### config.mk
export PLATFORM = sky130hd
export DESIGN_NAME = button_change_log_encoder_core
export DESIGN_NICKNAME = d
export VERILOG_FILES = /design/src/bcle_pkg.sv /design/src/bcle_seq.sv /design/src/bcle_dp.sv /design/src/button_change_log_encoder_core.sv
export SDC_FILE = /design/constraint.sdc
export NUM_CORES = 1
export LEC_CHECK = 0
export CAP_MARGIN = 20
export CORE_MARGIN = 4
export CORE_UTILIZATION = 38
export CTS_BUF_LIST = sky130_fd_sc_hd__clkbuf_8
export DETAILED_ROUTE_END_ITERATION = 16
export DONT_BUFFER_PORTS = 1
export SYNTH_ARGS = -nofsm -noshare
export SYNTH_HDL_FRONTEND = slang
export SYNTH_SLANG_ARGS = --single-unit
### constraint.sdc
create_clock -name clk_i -period 3.67 [get_ports clk_i]
set_input_delay 0.367 -clock clk_i [delete_from_list [all_inputs] [get_ports clk_i]]
set_output_delay 0.367 -clock clk_i [all_outputs]
set_load 0.02 [all_outputs]
### src/bcle_pkg.sv
package bcle_pkg;

  // Low buttons that are logged, and the ceiling of the frame gap counter.
  localparam int unsigned RecBtn = 12;
  localparam int unsigned MaxGap = 13274;
  localparam int unsigned ResultLimit = 64;

  localparam int unsigned BtnW = 16;
  localparam int unsigned GapW = 14;
  localparam int unsigned IdxW = 4;
  localparam int unsigned ByteW = 8;
  localparam int unsigned CntW = $clog2(ResultLimit + 1);
  localparam int unsigned PcW = 3;

  localparam logic [GapW-1:0] GapNibMax = GapW'(15);
  localparam logic [GapW-1:0] RunByte = GapW'(255);
  localparam logic [GapW-1:0] GapCeil = GapW'(MaxGap);

  // Program step addresses.
  localparam logic [PcW-1:0] StepWait = PcW'(0);
  localparam logic [PcW-1:0] StepScan = PcW'(1);
  localparam logic [PcW-1:0] StepHdr = PcW'(2);
  localparam logic [PcW-1:0] StepRun = PcW'(3);
  localparam logic [PcW-1:0] StepNext = PcW'(4);
  localparam logic [PcW-1:0] StepDone = PcW'(5);

  typedef enum logic [2:0] {
    ActLoad,
    ActScan,
    ActHdr,
    ActRun,
    ActNext,
    ActDone
  } act_e;

  typedef enum logic [2:0] {
    CondAlways,
    CondInValid,
    CondPendZero,
    CondGapLt15,
    CondRestLt255
  } cond_e;

  typedef struct packed {
    act_e           act;
    cond_e          cond;
    logic [PcW-1:0] jmp_t;
    logic [PcW-1:0] jmp_f;
  } uword_t;

  // Control handed from the sequencer to the datapath.
  typedef struct packed {
    act_e act;
    logic en;
  } ctl_t;

  // Flags handed from the datapath back to the sequencer.
  typedef struct packed {
    logic in_valid;
    logic pend_zero;
    logic gap_lt15;
    logic rest_lt255;
    logic emit_ok;
  } status_t;

  function automatic uword_t ucode(logic [PcW-1:0] pc);
    uword_t w;
    case (pc)
      StepWait: w = '{ActLoad, CondInValid, StepScan, StepWait};
      StepScan: w = '{ActScan, CondPendZero, StepDone, StepHdr};
      StepHdr:  w = '{ActHdr, CondGapLt15, StepNext, StepRun};
      StepRun:  w = '{ActRun, CondRestLt255, StepNext, StepRun};
      StepNext: w = '{ActNext, CondAlways, StepScan, StepScan};
      StepDone: w = '{ActDone, CondAlways, StepWait, StepWait};
      default:  w = '{ActLoad, CondInValid, StepScan, StepWait};
    endcase
    return w;
  endfunction

endpackage

### src/bcle_seq.sv
module bcle_seq (
  input  logic              clk_i,
  input  logic              rst_ni,
  input  bcle_pkg::status_t stat_i,
  output bcle_pkg::ctl_t    ctl_o
);

  logic [bcle_pkg::PcW-1:0] pc_q, pc_d;
  bcle_pkg::uword_t         uw;
  logic                     cond_hit;
  logic                     en;

  assign uw = bcle_pkg::ucode(pc_q);

  always_comb begin
    case (uw.cond)
      bcle_pkg::CondAlways:    cond_hit = 1'b1;
      bcle_pkg::CondInValid:   cond_hit = stat_i.in_valid;
      bcle_pkg::CondPendZero:  cond_hit = stat_i.pend_zero;
      bcle_pkg::CondGapLt15:   cond_hit = stat_i.gap_lt15;
      bcle_pkg::CondRestLt255: cond_hit = stat_i.rest_lt255;
      default:                 cond_hit = 1'b1;
    endcase
  end

  // Emitting steps wait for room in the output register; the load step
  // waits for an input beat.
  always_comb begin
    case (uw.act)
      bcle_pkg::ActLoad: en = stat_i.in_valid;
      bcle_pkg::ActHdr:  en = stat_i.emit_ok;
      bcle_pkg::ActRun:  en = stat_i.emit_ok;
      default:           en = 1'b1;
    endcase
  end

  assign pc_d = en ? (cond_hit ? uw.jmp_t : uw.jmp_f) : pc_q;
  assign ctl_o = '{act: uw.act, en: en};

  always_ff @(posedge clk_i or negedge rst_ni) begin
    if (!rst_ni) begin
      pc_q <= bcle_pkg::StepWait;
    end else begin
      pc_q <= pc_d;
    end
  end

endmodule

### src/bcle_dp.sv
module bcle_dp (
  input  logic                        clk_i,
  input  logic                        rst_ni,
  input  bcle_pkg::ctl_t              ctl_i,
  output bcle_pkg::status_t           stat_o,
  input  logic                        in_valid_i,
  output logic                        in_ready_o,
  input  logic [bcle_pkg::BtnW-1:0]   buttons_i,
  output logic                        out_valid_o,
  input  logic                        out_ready_i,
  output logic [bcle_pkg::ByteW-1:0]  log_byte_o,
  output logic                        last_byte_o
);

  logic [bcle_pkg::BtnW-1:0]   prev_q;
  logic [bcle_pkg::GapW-1:0]   gap_q;
  logic [bcle_pkg::GapW-1:0]   rest_q;
  logic [bcle_pkg::RecBtn-1:0] pend_q;
  logic [bcle_pkg::IdxW-1:0]   idx_q;
  logic [bcle_pkg::CntW-1:0]   cnt_q;
  logic                        ov_q;
  logic [bcle_pkg::ByteW-1:0]  byte_q;
  logic                        last_q;

  logic [bcle_pkg::BtnW-1:0]   diff;
  logic [bcle_pkg::RecBtn-1:0] pend_rest;
  logic                        more_bits;
  logic [bcle_pkg::IdxW-1:0]   low_idx;
  logic                        gap_lt15;
  logic                        rest_lt255;
  logic                        room;
  logic                        emit;
  logic                        at_cap;
  logic [bcle_pkg::ByteW-1:0]  emit_byte;
  logic                        emit_more;

  assign diff = buttons_i ^ prev_q;
  // Pending changes above the one being logged now.
  assign pend_rest = pend_q & (pend_q - bcle_pkg::RecBtn'(1));
  assign more_bits = |pend_rest;
  assign gap_lt15 = gap_q < bcle_pkg::GapNibMax;
  assign rest_lt255 = rest_q < bcle_pkg::RunByte;
  assign at_cap = cnt_q == bcle_pkg::CntW'(bcle_pkg::ResultLimit);
  assign room = !ov_q || out_ready_i;

  always_comb begin
    low_idx = '0;
    for (int i = bcle_pkg::RecBtn - 1; i >= 0; i--) begin
      if (pend_q[i]) begin
        low_idx = bcle_pkg::IdxW'(i);
      end
    end
  end

  always_comb begin
    if (ctl_i.act == bcle_pkg::ActHdr) begin
      emit_byte = {idx_q, gap_lt15 ? gap_q[3:0] : 4'hF};
      emit_more = !gap_lt15 || more_bits;
    end else if (!rest_lt255) begin
      emit_byte = 8'hFF;
      emit_more = 1'b1;
    end else begin
      emit_byte = rest_q[bcle_pkg::ByteW-1:0];
      emit_more = more_bits;
    end
  end

  assign emit = ctl_i.en && !at_cap &&
                (ctl_i.act == bcle_pkg::ActHdr || ctl_i.act == bcle_pkg::ActRun);

  assign stat_o = '{in_valid: in_valid_i, pend_zero: pend_q == '0, gap_lt15: gap_lt15,
                    rest_lt255: rest_lt255, emit_ok: at_cap || room};

  assign in_ready_o = ctl_i.act == bcle_pkg::ActLoad;
  assign out_valid_o = ov_q;
  assign log_byte_o = byte_q;
  assign last_byte_o = last_q;

  always_ff @(posedge clk_i or negedge rst_ni) begin
    if (!rst_ni) begin
      prev_q <= '0;
      gap_q <= '0;
      pend_q <= '0;
      cnt_q <= '0;
      ov_q <= 1'b0;
    end else begin
      if (ctl_i.en) begin
        case (ctl_i.act)
          bcle_pkg::ActLoad: begin
            if (diff != '0) begin
              prev_q <= buttons_i;
            end
            pend_q <= diff[bcle_pkg::RecBtn-1:0];
            cnt_q <= '0;
          end
          bcle_pkg::ActNext: begin
            gap_q <= '0;
            pend_q <= pend_rest;
          end
          bcle_pkg::ActDone: begin
            if (gap_q < bcle_pkg::GapCeil) begin
              gap_q <= gap_q + bcle_pkg::GapW'(1);
            end
          end
          default: begin
          end
        endcase
      end
      if (emit) begin
        cnt_q <= cnt_q + bcle_pkg::CntW'(1);
        ov_q <= 1'b1;
      end else if (out_ready_i) begin
        ov_q <= 1'b0;
      end
    end
  end

  always_ff @(posedge clk_i) begin
    if (ctl_i.en && ctl_i.act == bcle_pkg::ActScan) begin
      idx_q <= low_idx;
    end
    if (ctl_i.en && ctl_i.act == bcle_pkg::ActHdr) begin
      rest_q <= gap_q - bcle_pkg::GapNibMax;
    end else if (ctl_i.en && ctl_i.act == bcle_pkg::ActRun && !rest_lt255) begin
      rest_q <= rest_q - bcle_pkg::RunByte;
    end
    if (emit) begin
      byte_q <= emit_byte;
      last_q <= !emit_more ||
                cnt_q == bcle_pkg::CntW'(bcle_pkg::ResultLimit - 1);
    end
  end

  a_gap_ceil: assert property (@(posedge clk_i) disable iff (!rst_ni)
    gap_q <= bcle_pkg::GapCeil)
    else $error("frame gap above its ceiling");

  a_cnt_cap: assert property (@(posedge clk_i) disable iff (!rst_ni)
    cnt_q <= bcle_pkg::CntW'(bcle_pkg::ResultLimit))
    else $error("byte count above the per-frame limit");

  a_emit_shows: assert property (@(posedge clk_i) disable iff (!rst_ni)
    emit |=> ov_q)
    else $error("emitted byte did not reach the output register");

  a_no_overwrite: assert property (@(posedge clk_i) disable iff (!rst_ni)
    (ov_q && !out_ready_i) |-> !emit)
    else $error("output register overwritten while stalled");

endmodule

### src/button_change_log_encoder_core.sv
// Button change log encoder.
// The slave channel takes one beat per video frame: tdata[15:0] is the
// controller word. The word is compared with the stored one; for each changed
// button among the low twelve, lowest first, the master channel sends a header
// byte (button index in the high nibble, frame gap capped at 15 in the low
// nibble), and when the gap is 15 or more, a run of 0xFF bytes and a final
// remainder byte. tlast marks the final byte that a frame produces; a frame
// with no logged change produces no beat at all.
// Control is a six-step microprogram: load, scan for the next changed bit,
// header, run bytes, clear, gap update. The first byte of a frame is
// registered in the header step, which follows the load and scan steps; the
// output register can take a new byte while its previous one leaves, and a
// stalled receiver holds the sequencer at its current byte. tready on the
// slave side is high only in the load step, so a frame is taken while the
// last byte of the previous one still waits.
// Reset clears the stored word, the gap counter and the output valid flag.
module button_change_log_encoder_core (
  input  logic        clk_i,
  input  logic        rst_ni,
  input  logic        s_axis_tvalid_i,
  output logic        s_axis_tready_o,
  input  logic [15:0] s_axis_tdata_i,  // [15:0] buttons
  output logic        m_axis_tvalid_o,
  input  logic        m_axis_tready_i,
  output logic [7:0]  m_axis_tdata_o,  // [7:0] log_byte
  output logic        m_axis_tlast_o   // last_byte
);

  bcle_pkg::ctl_t    ctl;
  bcle_pkg::status_t stat;

  // Step counter and control store.
  bcle_seq u_seq (
    .clk_i  (clk_i),
    .rst_ni (rst_ni),
    .stat_i (stat),
    .ctl_o  (ctl)
  );

  // Stored word, gap counter, pending changes and the output register.
  bcle_dp u_dp (
    .clk_i       (clk_i),
    .rst_ni      (rst_ni),
    .ctl_i       (ctl),
    .stat_o      (stat),
    .in_valid_i  (s_axis_tvalid_i),
    .in_ready_o  (s_axis_tready_o),
    .buttons_i   (s_axis_tdata_i),
    .out_valid_o (m_axis_tvalid_o),
    .out_ready_i (m_axis_tready_i),
    .log_byte_o  (m_axis_tdata_o),
    .last_byte_o (m_axis_tlast_o)
  );

endmodule

==> impl_metrics.toml <==
[timing]
rsz0062_at_grt = "no"
tns_ps = 0
maxSlewHeadroom = 0.436
drv_slew = 0
max_freq_mhz = 381
finalHoldViolations = 0
holdWs_ps = 91.1
fin_crit_ps = 2620
finClkSkew_ps = 11.7
setup_viol = 0
tightest_slew_ps = 844
min_period_over_period = 0.714

[floorplanning]
ios = 31
die_h_um = 117
rows = 39
start_util = 0.393
coreArea_um2 = 11500
die_area_um2 = 13700
die_w_um = 117

[flow_run]
max_cap_viol_count = 0

[logic_synthesis]
syn_inst = 451
seq_area_frac_synth = 0.473
yosys_warnings = 0
synth.largest_area_cell = "dfrtp_1"
synth_top_area_frac = 0.293
avgSynthCellArea_um2 = 10.0
syn_nets = 475
synth_area_um2 = 4520
ys_ff_latch = 80
synthFlopType = "dfrtp_1"
synth_area_leaders = "dfrtp_1, edfxtp_1, xnor2_1"
synth_edf_count = 27
ys_types = 65
synth_async_sr_flop_share = 0.663

[worst_setup_path]
worst_setup_path_start_kind = "flop"
worstReg2RegEnd = "u_dp.prev_q[15]"
cpMaxStageDelayCell = "dfrtp_1"
worstPathArrival_ps = 2860
rr_worst_depth = 6
crit_fanout = 19
slowest_delay_ps = 580
reg2reg_slack_ps = 1050
required_ps = 3900
timing.rr.start = "u_seq.pc_q[2]"
critPathKind = "flop to flop"
crit_path_end_kind = "flop"
crit_chain = "nor3_1 > a21o_1 > nand2_1 > a21oi_1 > buf_4 > mux2_2"

[cts]
cts.path.max_buffers = 2
clock_sinks = 80
htreeDepth = 3
cts_buffers = 9
clock-root-buffer = "clkbuf_8"
clk_latency_ps = 360
post_cts_buffers = 0
clkTransAtPathRegs_ps = 90
tritoncts = "done"

[layout]
final_core_util = 0.423
final_nets = 463
diodes = 0
fin_cells = 587
syn2layout_area_growth_pct = 7.75
drive_gt1_frac = 0.128

[routing]
drc_errors = 0
wl_per_cell_um = 16.2
drt_iter0_markers = 313
vias = 3263
first_pass_iters = 4
drt-total-wl_um = 9490
ant_nets = 0
vias_per_cell = 5.56

[hold_path]
hold_end = "u_dp.cnt_q[5]"
min_path_cells = 1
hp-start = "s_axis_tvalid_i"
hp-class = "primary input to flop"

[pwr]
clockPowerShare = 0.212
p_leak_nw = 1.83
power.internal_mw = 2.29
switching_share = 0.372
vdd_drop_max_mv = 0.412
p_per_area_nw_per_um2 = 747
pwr-share-comb = 0.342
seqPwrFrac = 0.446
p_sw_mw = 1.36

[global_route]
grt_pass1_wl_um = 16100
grtUsageTotal = 0.151
overflow = 0
antenna_found_initial = 0
use_met1 = 0.217
grt_pass1_vias = 3163
grtUsageMet2 = 0.222
grt_start_max_net_pins = 54
met3_usage = 0.0452
top_usage_layer = "met2"

[place]
place_inst = 569
dpl.hpwl_um = 6860
port_buffers = 0
gp_congestion = 0.865

[run_status]
status = "completed"
-- sequential cells by signal, indices dropped and copies added (netlist names) --
| name | flops |
|---|---|
| u_dp.idx_q | 4 |
| u_dp.last_byte_o | 1 |
| u_dp.prev_q | 16 |
| u_dp.out_valid_o | 1 |
| u_dp.cnt_q | 7 |
| u_dp.gap_q | 14 |
| u_dp.log_byte_o | 8 |
| u_dp.pend_q | 12 |
| u_seq.pc_q | 3 |
| u_dp.rest_q | 14 |
-- power by group through the flow --
stage               registers, mW  clock network, mW  logic, mW
floorplan                    1.50                  0       1.09
global placement             1.62                  0       1.22
detailed placement           1.64                  0       1.23
CTS                          1.62              0.789       1.26
global route                 1.68              0.827       1.42
finish                       1.62              0.771       1.25
-- cells in the mapped netlist, drive strengths merged (6+ instances only) --
master / instances
o21ai: 27
xnor2: 28
inv: 11
a21oi: 25
nand2: 28
nor3: 11
o22a: 9
and2: 6
clkbuf: 21
mux2: 18
o31ai: 7
edfxtp: 27
o211ai: 6
nand3: 19
dfrtp: 53
or4: 7
xor2: 14
nor2: 40
buf: 8
nor4: 6
nand4: 10
or3: 6
-- layout by cell type (no fill, tap or decap), types with 5 or more instances in the layout --
| cell type | n |
|---|---|
| a21oi_1 | 25 |
| clkbuf_8 | 9 |
| dfrtp_1 | 53 |
| edfxtp_1 | 27 |
| inv_1 | 12 |
| mux2_2 | 18 |
| mux2i_1 | 5 |
| nand2_1 | 28 |
| nand3_1 | 19 |
| nand4_1 | 10 |
| nor2_1 | 40 |
| nor3_1 | 11 |
| nor4_1 | 6 |
| o211ai_1 | 6 |
| o21ai_0 | 27 |
| o22a_1 | 5 |
| o31ai_1 | 7 |
| xnor2_1 | 28 |
| xor2_1 | 14 |
-- cells by family (layout without fill, tap and decap cells) --
family,count (synthesis),in the layout,synth area share
compound gates,106,106,0.158
flops,80,80,0.473
fa+ha+maj,5,5,0.0133
buf+inv,40,33,0.0396
simple gates,155,155,0.180
xor+xnor,42,42,0.0814
mux,23,23,0.0559
-- per-layer routing --
layer / routed length (µm) / share of wire
met2: 4260 / 0.45
met4: 73 / 0.0077
met1: 4670 / 0.49
met5: 0 / 0
met3: 478 / 0.050
-- area by class of cell --
class / count / area (µm²)
clock inverter: 7 / 111
fill: 1138 / 6640
tap: 143 / 179
multi-input combinational: 331 / 2210
inverter: 11 / 41.3
clock buffer: 9 / 124
timing repair buffer: 6 / 67.6
sequential: 80 / 2140
-- critical path, delay by kind of cell, from the launching register on --
| family | cells | cell delay, ps |
|---|---|---|
| buffers and inverters | 1 | 280 |
| multiplexers | 1 | 360 |
| flip-flops | 1 | 580 |
| AO/OA/AOI/OAI | 2 | 710 |
| AND/OR/NAND/NOR | 2 | 560 |
-- through the flow --
step	setup slack (ps)	cell area (µm²)	power, mW
6_report	1050	4870	3.64
5_1_grt	764	4870	3.93
4_1_cts	1030	4870	3.67
3_5_place_dp	1060	4600	2.87
3_3_place_gp	1160	4600	2.84
2_1_floorplan	474	4520	2.58
-- worst max-delay path by stage --
stage / from / to / slack, ps
global placement: u_seq.pc_q[2] / u_dp.prev_q[9] / 1160
floorplan: u_dp.rest_q[0] / u_dp.rest_q[0] / 470
global route: u_seq.pc_q[2] / u_dp.prev_q[12] / 760
detailed placement: u_seq.pc_q[2] / u_dp.prev_q[15] / 1060
CTS: u_seq.pc_q[2] / u_dp.prev_q[15] / 1030
finish: u_seq.pc_q[2] / u_dp.prev_q[15] / 1050
-- what timing repair did --
| action | in CTS | in global routing |
|---|---|---|
| resized for setup | 0 | 0 |
| hold endpoints to repair | 53 | 0 |
| hold buffers | 2 | 0 |
| setup endpoints to repair | 0 | 0 |
Note: power is estimated with default switching activity, not from simulation.
